==> config.mk <==
export PLATFORM = sky130hd
export DESIGN_NAME = ffba_ctrl
export DESIGN_NICKNAME = d
export VERILOG_FILES = /design/src/ffba_pkg.sv /design/src/ffba_ctrl.sv
export SDC_FILE = /design/constraint.sdc
export NUM_CORES = 1
export LEC_CHECK = 0
export ABC_AREA = 1
export ABC_CLOCK_PERIOD_IN_PS = 1600
export BUFFER_PORTS_ARGS = -buffer_cell sky130_fd_sc_hd__buf_2
export CAP_MARGIN = 5
export CORE_MARGIN = 2
export CORE_UTILIZATION = 45
export DETAILED_ROUTE_END_ITERATION = 6
export PLACE_DENSITY = 0.8
export SYNTH_ARGS = -nofsm -noshare
export SYNTH_HDL_FRONTEND = slang
export SYNTH_SLANG_ARGS = --single-unit
==> constraint.sdc <==
create_clock -name clk -period 1.6 [get_ports clk]
set_input_delay 0.32 -clock clk [delete_from_list [all_inputs] [get_ports clk]]
set_output_delay 0.32 -clock clk [all_outputs]
set_load 0.02 [all_outputs]
==> src/ffba_pkg.sv <==
// Shared types and constants for the first-fit block allocator.
// No dependencies; every other file in src uses this package.
`default_nettype none
package ffba_pkg;

  localparam int LEN_W = 24;
  localparam int START_W = 14;
  localparam int ALLOC_W = 14;
  localparam int MODE_W = 2;
  localparam int STATUS_W = 2;

  localparam int DEF_NUM_BLOCKS = 16384;
  localparam int DEF_BLOCK_BYTES = 512;

  // free map memory word: 8 blocks per word
  localparam int WORD_BITS = 8;
  localparam int WORD_LG = 3;

  localparam logic [MODE_W-1:0] MODE_ALLOC = 2'd0;
  localparam logic [MODE_W-1:0] MODE_FREE = 2'd1;
  localparam logic [MODE_W-1:0] MODE_CLEAR = 2'd2;

  localparam logic [STATUS_W-1:0] ST_OK = 2'd0;
  localparam logic [STATUS_W-1:0] ST_TOO_LARGE = 2'd1;
  localparam logic [STATUS_W-1:0] ST_NO_SPACE = 2'd2;
  localparam logic [STATUS_W-1:0] ST_OUT_OF_RANGE = 2'd3;

  typedef struct packed {
    logic                load;
    logic                div_step;
    logic                scan_start;
    logic                scan_step;
    logic                mark_free;
    logic                mark_rd;
    logic                mark_wr;
    logic                clr_start;
    logic                clr_step;
    logic                respond;
    logic                use_pos;
    logic [STATUS_W-1:0] status;
  } cmd_t;

  typedef struct packed {
    logic [MODE_W-1:0] mode;
    logic              div_done;
    logic              too_large;
    logic              zero_len;
    logic              out_of_range;
    logic              scan_found;
    logic              scan_end;
    logic              mark_last;
    logic              clr_last;
  } sts_t;

endpackage
`default_nettype wire

==> src/ffba_ctrl.sv <==
// Controller state machine of the first-fit block allocator.
// Depends on ffba_pkg for the command and status structs and codes.
`default_nettype none
module ffba_ctrl (
  input  wire logic          clk,
  input  wire logic          rst_n,
  input  wire logic          start,
  output logic               busy,
  input  wire ffba_pkg::sts_t sts,
  output ffba_pkg::cmd_t     cmd
);

  localparam logic [3:0] S_INIT = 4'd0;
  localparam logic [3:0] S_IDLE = 4'd1;
  localparam logic [3:0] S_DIV = 4'd2;
  localparam logic [3:0] S_DECIDE = 4'd3;
  localparam logic [3:0] S_SCAN = 4'd4;
  localparam logic [3:0] S_MARK_RD = 4'd5;
  localparam logic [3:0] S_MARK_WR = 4'd6;
  localparam logic [3:0] S_CLEAR = 4'd7;
  localparam logic [3:0] S_DONE = 4'd8;

  logic [3:0] state_r, state_nxt;
  logic [ffba_pkg::STATUS_W-1:0] st_r, st_nxt;

  always_ff @(posedge clk) begin
    if (!rst_n) begin
      state_r <= S_INIT;
      st_r <= ffba_pkg::ST_OK;
    end else begin
      state_r <= state_nxt;
      st_r <= st_nxt;
    end
  end

  assign busy = (state_r != S_IDLE);

  always_comb begin
    state_nxt = state_r;
    st_nxt = st_r;
    cmd = '0;
    cmd.status = st_r;
    cmd.use_pos = (st_r == ffba_pkg::ST_OK) && (sts.mode == ffba_pkg::MODE_ALLOC);
    unique case (state_r)
      S_INIT: begin
        cmd.clr_step = 1'b1;
        if (sts.clr_last) state_nxt = S_IDLE;
      end
      S_IDLE: begin
        if (start) begin
          cmd.load = 1'b1;
          st_nxt = ffba_pkg::ST_OK;
          state_nxt = S_DIV;
        end
      end
      S_DIV: begin
        if (sts.div_done) state_nxt = S_DECIDE;
        else cmd.div_step = 1'b1;
      end
      S_DECIDE: begin
        unique case (sts.mode)
          ffba_pkg::MODE_ALLOC: begin
            if (sts.too_large) begin
              st_nxt = ffba_pkg::ST_TOO_LARGE;
              state_nxt = S_DONE;
            end else if (sts.zero_len) begin
              st_nxt = ffba_pkg::ST_NO_SPACE;
              state_nxt = S_DONE;
            end else begin
              cmd.scan_start = 1'b1;
              state_nxt = S_SCAN;
            end
          end
          ffba_pkg::MODE_FREE: begin
            if (sts.out_of_range) begin
              st_nxt = ffba_pkg::ST_OUT_OF_RANGE;
              state_nxt = S_DONE;
            end else if (sts.zero_len) begin
              state_nxt = S_DONE;
            end else begin
              cmd.mark_free = 1'b1;
              state_nxt = S_MARK_RD;
            end
          end
          ffba_pkg::MODE_CLEAR: begin
            cmd.clr_start = 1'b1;
            state_nxt = S_CLEAR;
          end
          default: state_nxt = S_DONE;
        endcase
      end
      S_SCAN: begin
        cmd.scan_step = 1'b1;
        if (sts.scan_found) begin
          state_nxt = S_MARK_RD;
        end else if (sts.scan_end) begin
          st_nxt = ffba_pkg::ST_NO_SPACE;
          state_nxt = S_DONE;
        end
      end
      S_MARK_RD: begin
        cmd.mark_rd = 1'b1;
        state_nxt = S_MARK_WR;
      end
      S_MARK_WR: begin
        cmd.mark_wr = 1'b1;
        state_nxt = sts.mark_last ? S_DONE : S_MARK_RD;
      end
      S_CLEAR: begin
        cmd.clr_step = 1'b1;
        if (sts.clr_last) state_nxt = S_DONE;
      end
      S_DONE: begin
        cmd.respond = 1'b1;
        state_nxt = S_IDLE;
      end
      default: state_nxt = S_INIT;
    endcase
  end

endmodule
`default_nettype wire

==> key figures, run 1 <==
Status
  • Status: completed

Floorplan
  • Cell row count: 13
  • Chip Width: 41.1 microns
  • Initial Utilization: 47.7%
  • Core outline area: 1300 sq um
  • Die Height: 41.1 microns
  • Die ar.: 1690 sq um
  • Io pins: 27

Global routing
  • Tot GR Track Use: between 20% and 30%
  • Grt ovf: 0
  • Initial antenna violation count: 0
  • First-pass GRT wire length: approximately 2.9 mm
  • Vias in the first global route: 759
  • Largest net degree at the start of global routing: 10

Worst hold path
  • Worst min path class: primary input to register
  • Hold path endpoint: st_r[0]$_SDFFE_PN0P_
  • Hold path cells: 3
  • Hold path start: rst_n

Final layout
  • Layout cells sized above 1: 31.8%
  • Nets: ~170
  • Post-route cell area: 868 sq um
  • Layout area overhead: 39.9%
  • Antenna diode count: 0

Power
  • Pwr Density: 1400 nW/um^2
  • Pleak: 0.523 nW
  • VDD IR max: between 0.7 and 0.8 mV

Timing
  • Setup TNS Final: 0 ns
  • Worst slew pin tran: 0.280 ns
  • WHS: 0.322 ns
  • Fmax: 635 MHz
  • Post-route clock skew: 0.000625 ns
  • Final WS setup: 0.0260 ns
  • Endpoints failing setup: 0
  • Fin crit period: roughly 1.6 ns
  • Hold Violations, Final: 0
  • Slew Viols, Final: 0
  • Slew Limit Headroom: 81.3%
  • Period utilization: 98.4%
  • RSZ-0062 raised after global routing: yes

Logic synthesis
  • Post-synth top flop: dfxtp_1
  • Synth Cell Area: 621 sq um
  • Synth area leaders: nand2_1 20%, dfxtp_1 19%, nor2_1 19%
  • Synthesis warning total: 0
  • Distinct cells, synth: 13
  • Yosys reg bits: 6
  • Post-synth EDFFs: 0
  • Synthesized instance count: 125
  • Syn_nets: 138
  • Yosys top cell by area: nand2_1
  • Most frequent cell after synthesis: nand2_1
  • Asr flop ratio synth: 0%
  • Sequential share of the synthesized area: 19.4%
  • Post-Synthesis Mean Instance Area: 4.96 sq um
  • Share of the synthesized area in the top cell type: between 10% and 20%
  • Post-synth top cells: 33 x nand2_1, 31 x nor2_1, 21 x inv_1

Place
  • Setup WS pre-CTS: 0.0890 ns
  • PortBufs: 26
  • Dpl hpwl: 1.45 mm
  • Final Wtd Congestion: 0.953
  • Placed Area: 779 sq um

Worst setup path
  • WP data arrival: 1.25 ns
  • Worst Setup Start Kind: register
  • WS Path Type: register to output port
  • Worst R2R Setup Slack: approximately 0.20 ns
  • Nature of the critical path endpoint: output port
  • Maximum fanout along the worst path: 9
  • Cells on worst reg2reg path: 10
  • Crit Reg-Reg Startpoint: state_r[0]$_SDFFE_PN0P_
  • FF-to-FF End: state_r[1]$_SDFFE_PN0P_
  • Worst path required time: 1.28 ns

Clock tree
  • CTS max path bufs: 2
  • Clk sinks: 6
  • Htree depth: 1
  • CTS Buf Count: 3
  • CTS tree: done
  • CTS Hold Buffers Added: 0
  • Clk_lat worst skew: between 0.2 and 0.25 ns
  • Clk pin slew, worst setup/hold paths: 0.04 ns
  • CTS root buf: clkbuf_4

Detailed routing
  • First DRT Iteration DRCs: 32
  • Vias/cell: 5.12
  • Routed WL per cell: 10.7 microns
  • Drt pass-1 iters: 4
  • Antenna-violating nets left: 0
  • DRC viols: 0
  • Total wire length: 1.85 mm
  • Vias: 881

Run
  • Max_cap viols: 0
cells in the final DEF, fill, tap and decap left out, drive strengths merged:
| cell type | n |
|---|---|
| o21ai | 5 |
| nand3b | 1 |
| a21oi | 5 |
| o211ai | 2 |
| nand2 | 33 |
| dfxtp | 6 |
| nor2 | 33 |
| o22ai | 1 |
| nor3 | 3 |
| nand3 | 14 |
| clkbuf | 3 |
| buf | 30 |
| inv | 21 |
state kept, by name (all words and copies together), names as in the netlist:
signal,flops
st_r,2
state_r,4
timing repair:
action,in CTS,in global routing
pin swaps,0,1
setup endpoints to repair,7,7
buffers inserted,0,2
resized for setup,7,14
per-stage QoR:
step                total power [mW]  utilization [%]  instances
finish                          1.22             66.7        172
global route                    1.36             66.7        172
CTS                             1.18             63.0        170
detailed placement             0.997             59.9        167
global placement               0.987             59.9        167
floorplan                      0.801                -        125
worst max-delay path, cell delays in order (launching register included):
cell     delay, ns
dfxtp_4       0.37
nor2_2        0.26
nand2_1       0.11
nor2_1        0.11
buf_2         0.17
how the worst max path moves through the flow:
stage / start / to / slack (ns) / cells after the start
after global routing: state_r[0]$_SDFFE_PN0P_ / cmd[3] / -0.08 / 4
after global placement: sts[9] / cmd[8] / 0.13 / 7
final: state_r[0]$_SDFFE_PN0P_ / cmd[3] / 0.03 / 4
after CTS: state_r[2]$_SDFFE_PN0P_ / cmd[10] / -0.01 / 6
after floorplan: state_r[2]$_SDFFE_PN0P_ / cmd[12] / 0.03 / 3
after detailed placement: sts[9] / cmd[8] / 0.09 / 7
layout make-up:
class                           count  area [sq um]
Inverter                           21          78.8
Clock buffer                        3          22.5
Multi-Input combinational cell     97           454
Tap cell                           15          18.8
Fill cell                         134           433
Timing Repair Buffer               30           168
Sequential cell                     6           126
metal layers:
metal	vias up	share of wire [%]	GRT usage [%]
met1	383	43	28.4
li1	459	-	-
met3	4	5.5	4.89
met2	35	50	45.7
met4	0	1.5	12.9
met5	-	0	0
where the power goes:
| part | internal, mW | leakage [nW] | switching, mW |
|---|---|---|---|
| logic | 0.281 | 0.459 | 0.518 |
| clock network | 0.0848 | 0.0138 | 0.0535 |
| registers | 0.213 | 0.0506 | 0.0668 |
cell families (layout without fill, tap and decap cells):
group           count (synthesis)  after routing  synth area share [%]
compound gates                 13             13                  11.5
flops                           6              6                  19.4
buf+inv                        22             54                  13.5
simple gates                   84             84                  55.6
Note: power is estimated with default switching activity, not from simulation.
==> run 2, diff against run 1 <==
Settings changed: BUFFER_PORTS_ARGS -buffer_cell sky130_fd_sc_hd__buf_2 to not set, CORE_AREA set to 2 2 39 41, CORE_MARGIN 2 to not set, CORE_UTILIZATION 45 to not set, DIE_AREA set to 0 0 41 43, DONT_BUFFER_PORTS set to 1, PLACE_DENSITY 0.8 to 0.65, SLEW_MARGIN set to 20.
==> run 2 against run 1 <==
Global-route usage fell by 2.6 points. Sequential share of layout area rose by 1.5 points. Power fell by 0.91%. Cell count fell by 10%. Clock skew rose by 0.0099 ns. Sequential cell count did not move. Clock power barely moved. Combinational power fell by 6.3%. Register-to-register slack barely moved. Via count fell by 7.7%.
==> key figures, run 2 (synthesis gave the netlist of run 1 again) <==
Status
  • Status: completed

Clock tree
  • CTS Buf Count: 3
  • CTS tree: done
  • Clk sinks: 6
  • CTS Hold Buffers Added: 0
  • Htree depth: 1
  • CTS root buf: clkbuf_4
  • Clk pin slew, worst setup/hold paths: around 0.050 ns
  • CTS max path bufs: 2
  • Clk_lat worst skew: approximately 0.25 ns

Final layout
  • Fin util: 56.1%
  • Final Non-Filler Cells: approximately 150
  • Layout cells sized above 1: between 20% and 30%
  • Post-route cell area: 777 sq um
  • Filler instances: approximately 150
  • Commonest cells after routing, fill and taps aside: 30 x nand2_1, 28 x nor2_1, 18 x inv_1, 13 x nand3_1, 11 x buf_4
  • Reg area: 125 sq um
  • Commonest non-fill, non-tap cell in the layout: nand2_1
  • Footprint of the multi-input gates: 448 sq um
  • Nets: 153
  • Max reg flops: 4
  • Layout area overhead: 25.2%
  • Largest reg by FF count: state_r
  • Antenna diode count: 0
  • Biggest regs: state_r (4), st_r (2)

Global routing
  • Initial antenna violation count: 0
  • Grt ovf: 0
  • Vias in the first global route: 723
  • Tot GR Track Use: between 20% and 30%
  • Largest net degree at the start of global routing: 10
  • First-pass GRT wire length: about 2.8 mm

Detailed routing
  • Vias: 813
  • Antenna-violating nets left: 0
  • Total wire length: 1.76 mm
  • Vias/cell: 5.28
  • First DRT Iteration DRCs: 17
  • DRC viols: 0
  • Routed WL per cell: 11.4 microns
  • Drt pass-1 iters: 4

Place
  • Placed Area: 711 sq um
  • PortBufs: 0
  • Placed instance count: 150
  • Dpl hpwl: 1.41 mm
  • Setup WS pre-CTS: 0.174 ns
  • Final Wtd Congestion: between 0.8 and 0.9

Worst setup path
  • Max stage delay cell, worst path: dfxtp_4
  • Max stage delay on crit path: roughly 0.40 ns
  • WS Path Type: register to output port
  • Worst path required time: approximately 1.3 ns
  • Worst Setup Start Kind: register
  • Crit-path cells: nand2_2, inv_1, nand2_2, nor2_2, buf_4
  • Maximum fanout along the worst path: 9
  • Crit-path most repeated cell: nand2_2
  • Delay-heaviest family, CP: flip-flops
  • WP data arrival: 1.26 ns
  • Nature of the critical path endpoint: output port
  • Critical path buffer and inverter count: 2

Floorplan
  • Cell row count: 14
  • Core outline area: 1380 sq um
  • Initial Utilization: roughly 45%
  • Chip Width: 41 microns
  • Die Height: between 40 and 50 microns
  • Die ar.: 1760 sq um
  • Io pins: 27

Timing
  • Worst slew pin tran: 0.274 ns
  • Period utilization: 98.9%
  • WHS: 0.186 ns
  • Final WS setup: approximately 0.017 ns
  • RSZ-0062 raised after global routing: yes
  • Post-route clock skew: 0.0105 ns
  • Slew Limit Headroom: 81.7%
  • Endpoints failing setup: 0
  • Fmax: between 600 and 700 MHz
  • Setup TNS Final: 0 ns
  • Fin crit period: between 1.5 and 2 ns
  • Slew Viols, Final: 0
  • Hold Violations, Final: 0

Power
  • Switching portion of total power: between 50 and 60%
  • Reg power frac: between 20% and 30%
  • Clock power frac: between 10% and 20%
  • Pwr Density: around 1600 nW/um^2
  • Internal power: between 0.5 and 0.6 mW
  • VDD IR max: 0.855 mV
  • Comb pwr share: 62.1%
  • Power consumption: 1.21 mW
  • Pleak: 0.433 nW
  • Net Switching: 0.642 mW

Worst hold path
  • Worst min path class: primary input to register

Run
  • Max_cap viols: 0
[run 2: layer usage]
layer | GRT usage, % | share of wire [%] | vias to the layer above
met2 | 37.8 | 49 | 27
met3 | 5.76 | 6.8 | 2
met5 | 0 | 0 | -
met1 | 25.9 | 43 | 369
met4 | 11.3 | 0.51 | 0
li1 | - | - | 415
[run 2: power groups by stage]
| stage | Sequential [mW] | Combinational, mW | Clock, mW |
|---|---|---|---|
| floorplan | 0.260 | 0.542 | 0 |
| CTS | 0.307 | 0.705 | 0.142 |
| global route | 0.325 | 0.843 | 0.156 |
| finish | 0.317 | 0.749 | 0.140 |
| detailed placement | 0.293 | 0.696 | 0 |
| global placement | 0.292 | 0.680 | 0 |
[run 2: what timing repair did]
| item | CTS | global route |
|---|---|---|
| gates resized for setup | 5 | 10 |
| setup buffers | 0 | 1 |
| setup endpoints to repair | 4 | 6 |
| pin swaps | 0 | 1 |
[run 2: path summary, 6_finish.rpt]
path                      startpoint                 endpoint  slack [ns]  cells past startpoint
min                            rst_n     st_r[0]$_SDFFE_PN0P_        0.19                      2
max          state_r[0]$_SDFFE_PN0P_                   cmd[5]        0.02                      5
max reg2reg  state_r[2]$_SDFFE_PN0P_     st_r[1]$_SDFFE_PN0P_        0.21                      9
min reg2reg  state_r[2]$_SDFFE_PN0P_  state_r[2]$_SDFFE_PN0P_        0.52                      2
[run 2: cell type report]
type / instances / share of cell area, %
multi-input cells: 97 / 57.6
well taps: 16 / 2.58
repair buffers: 11 / 10.6
flip-flops and latches: 6 / 16.1
inverters: 21 / 10.1
clock buffers: 3 / 2.90
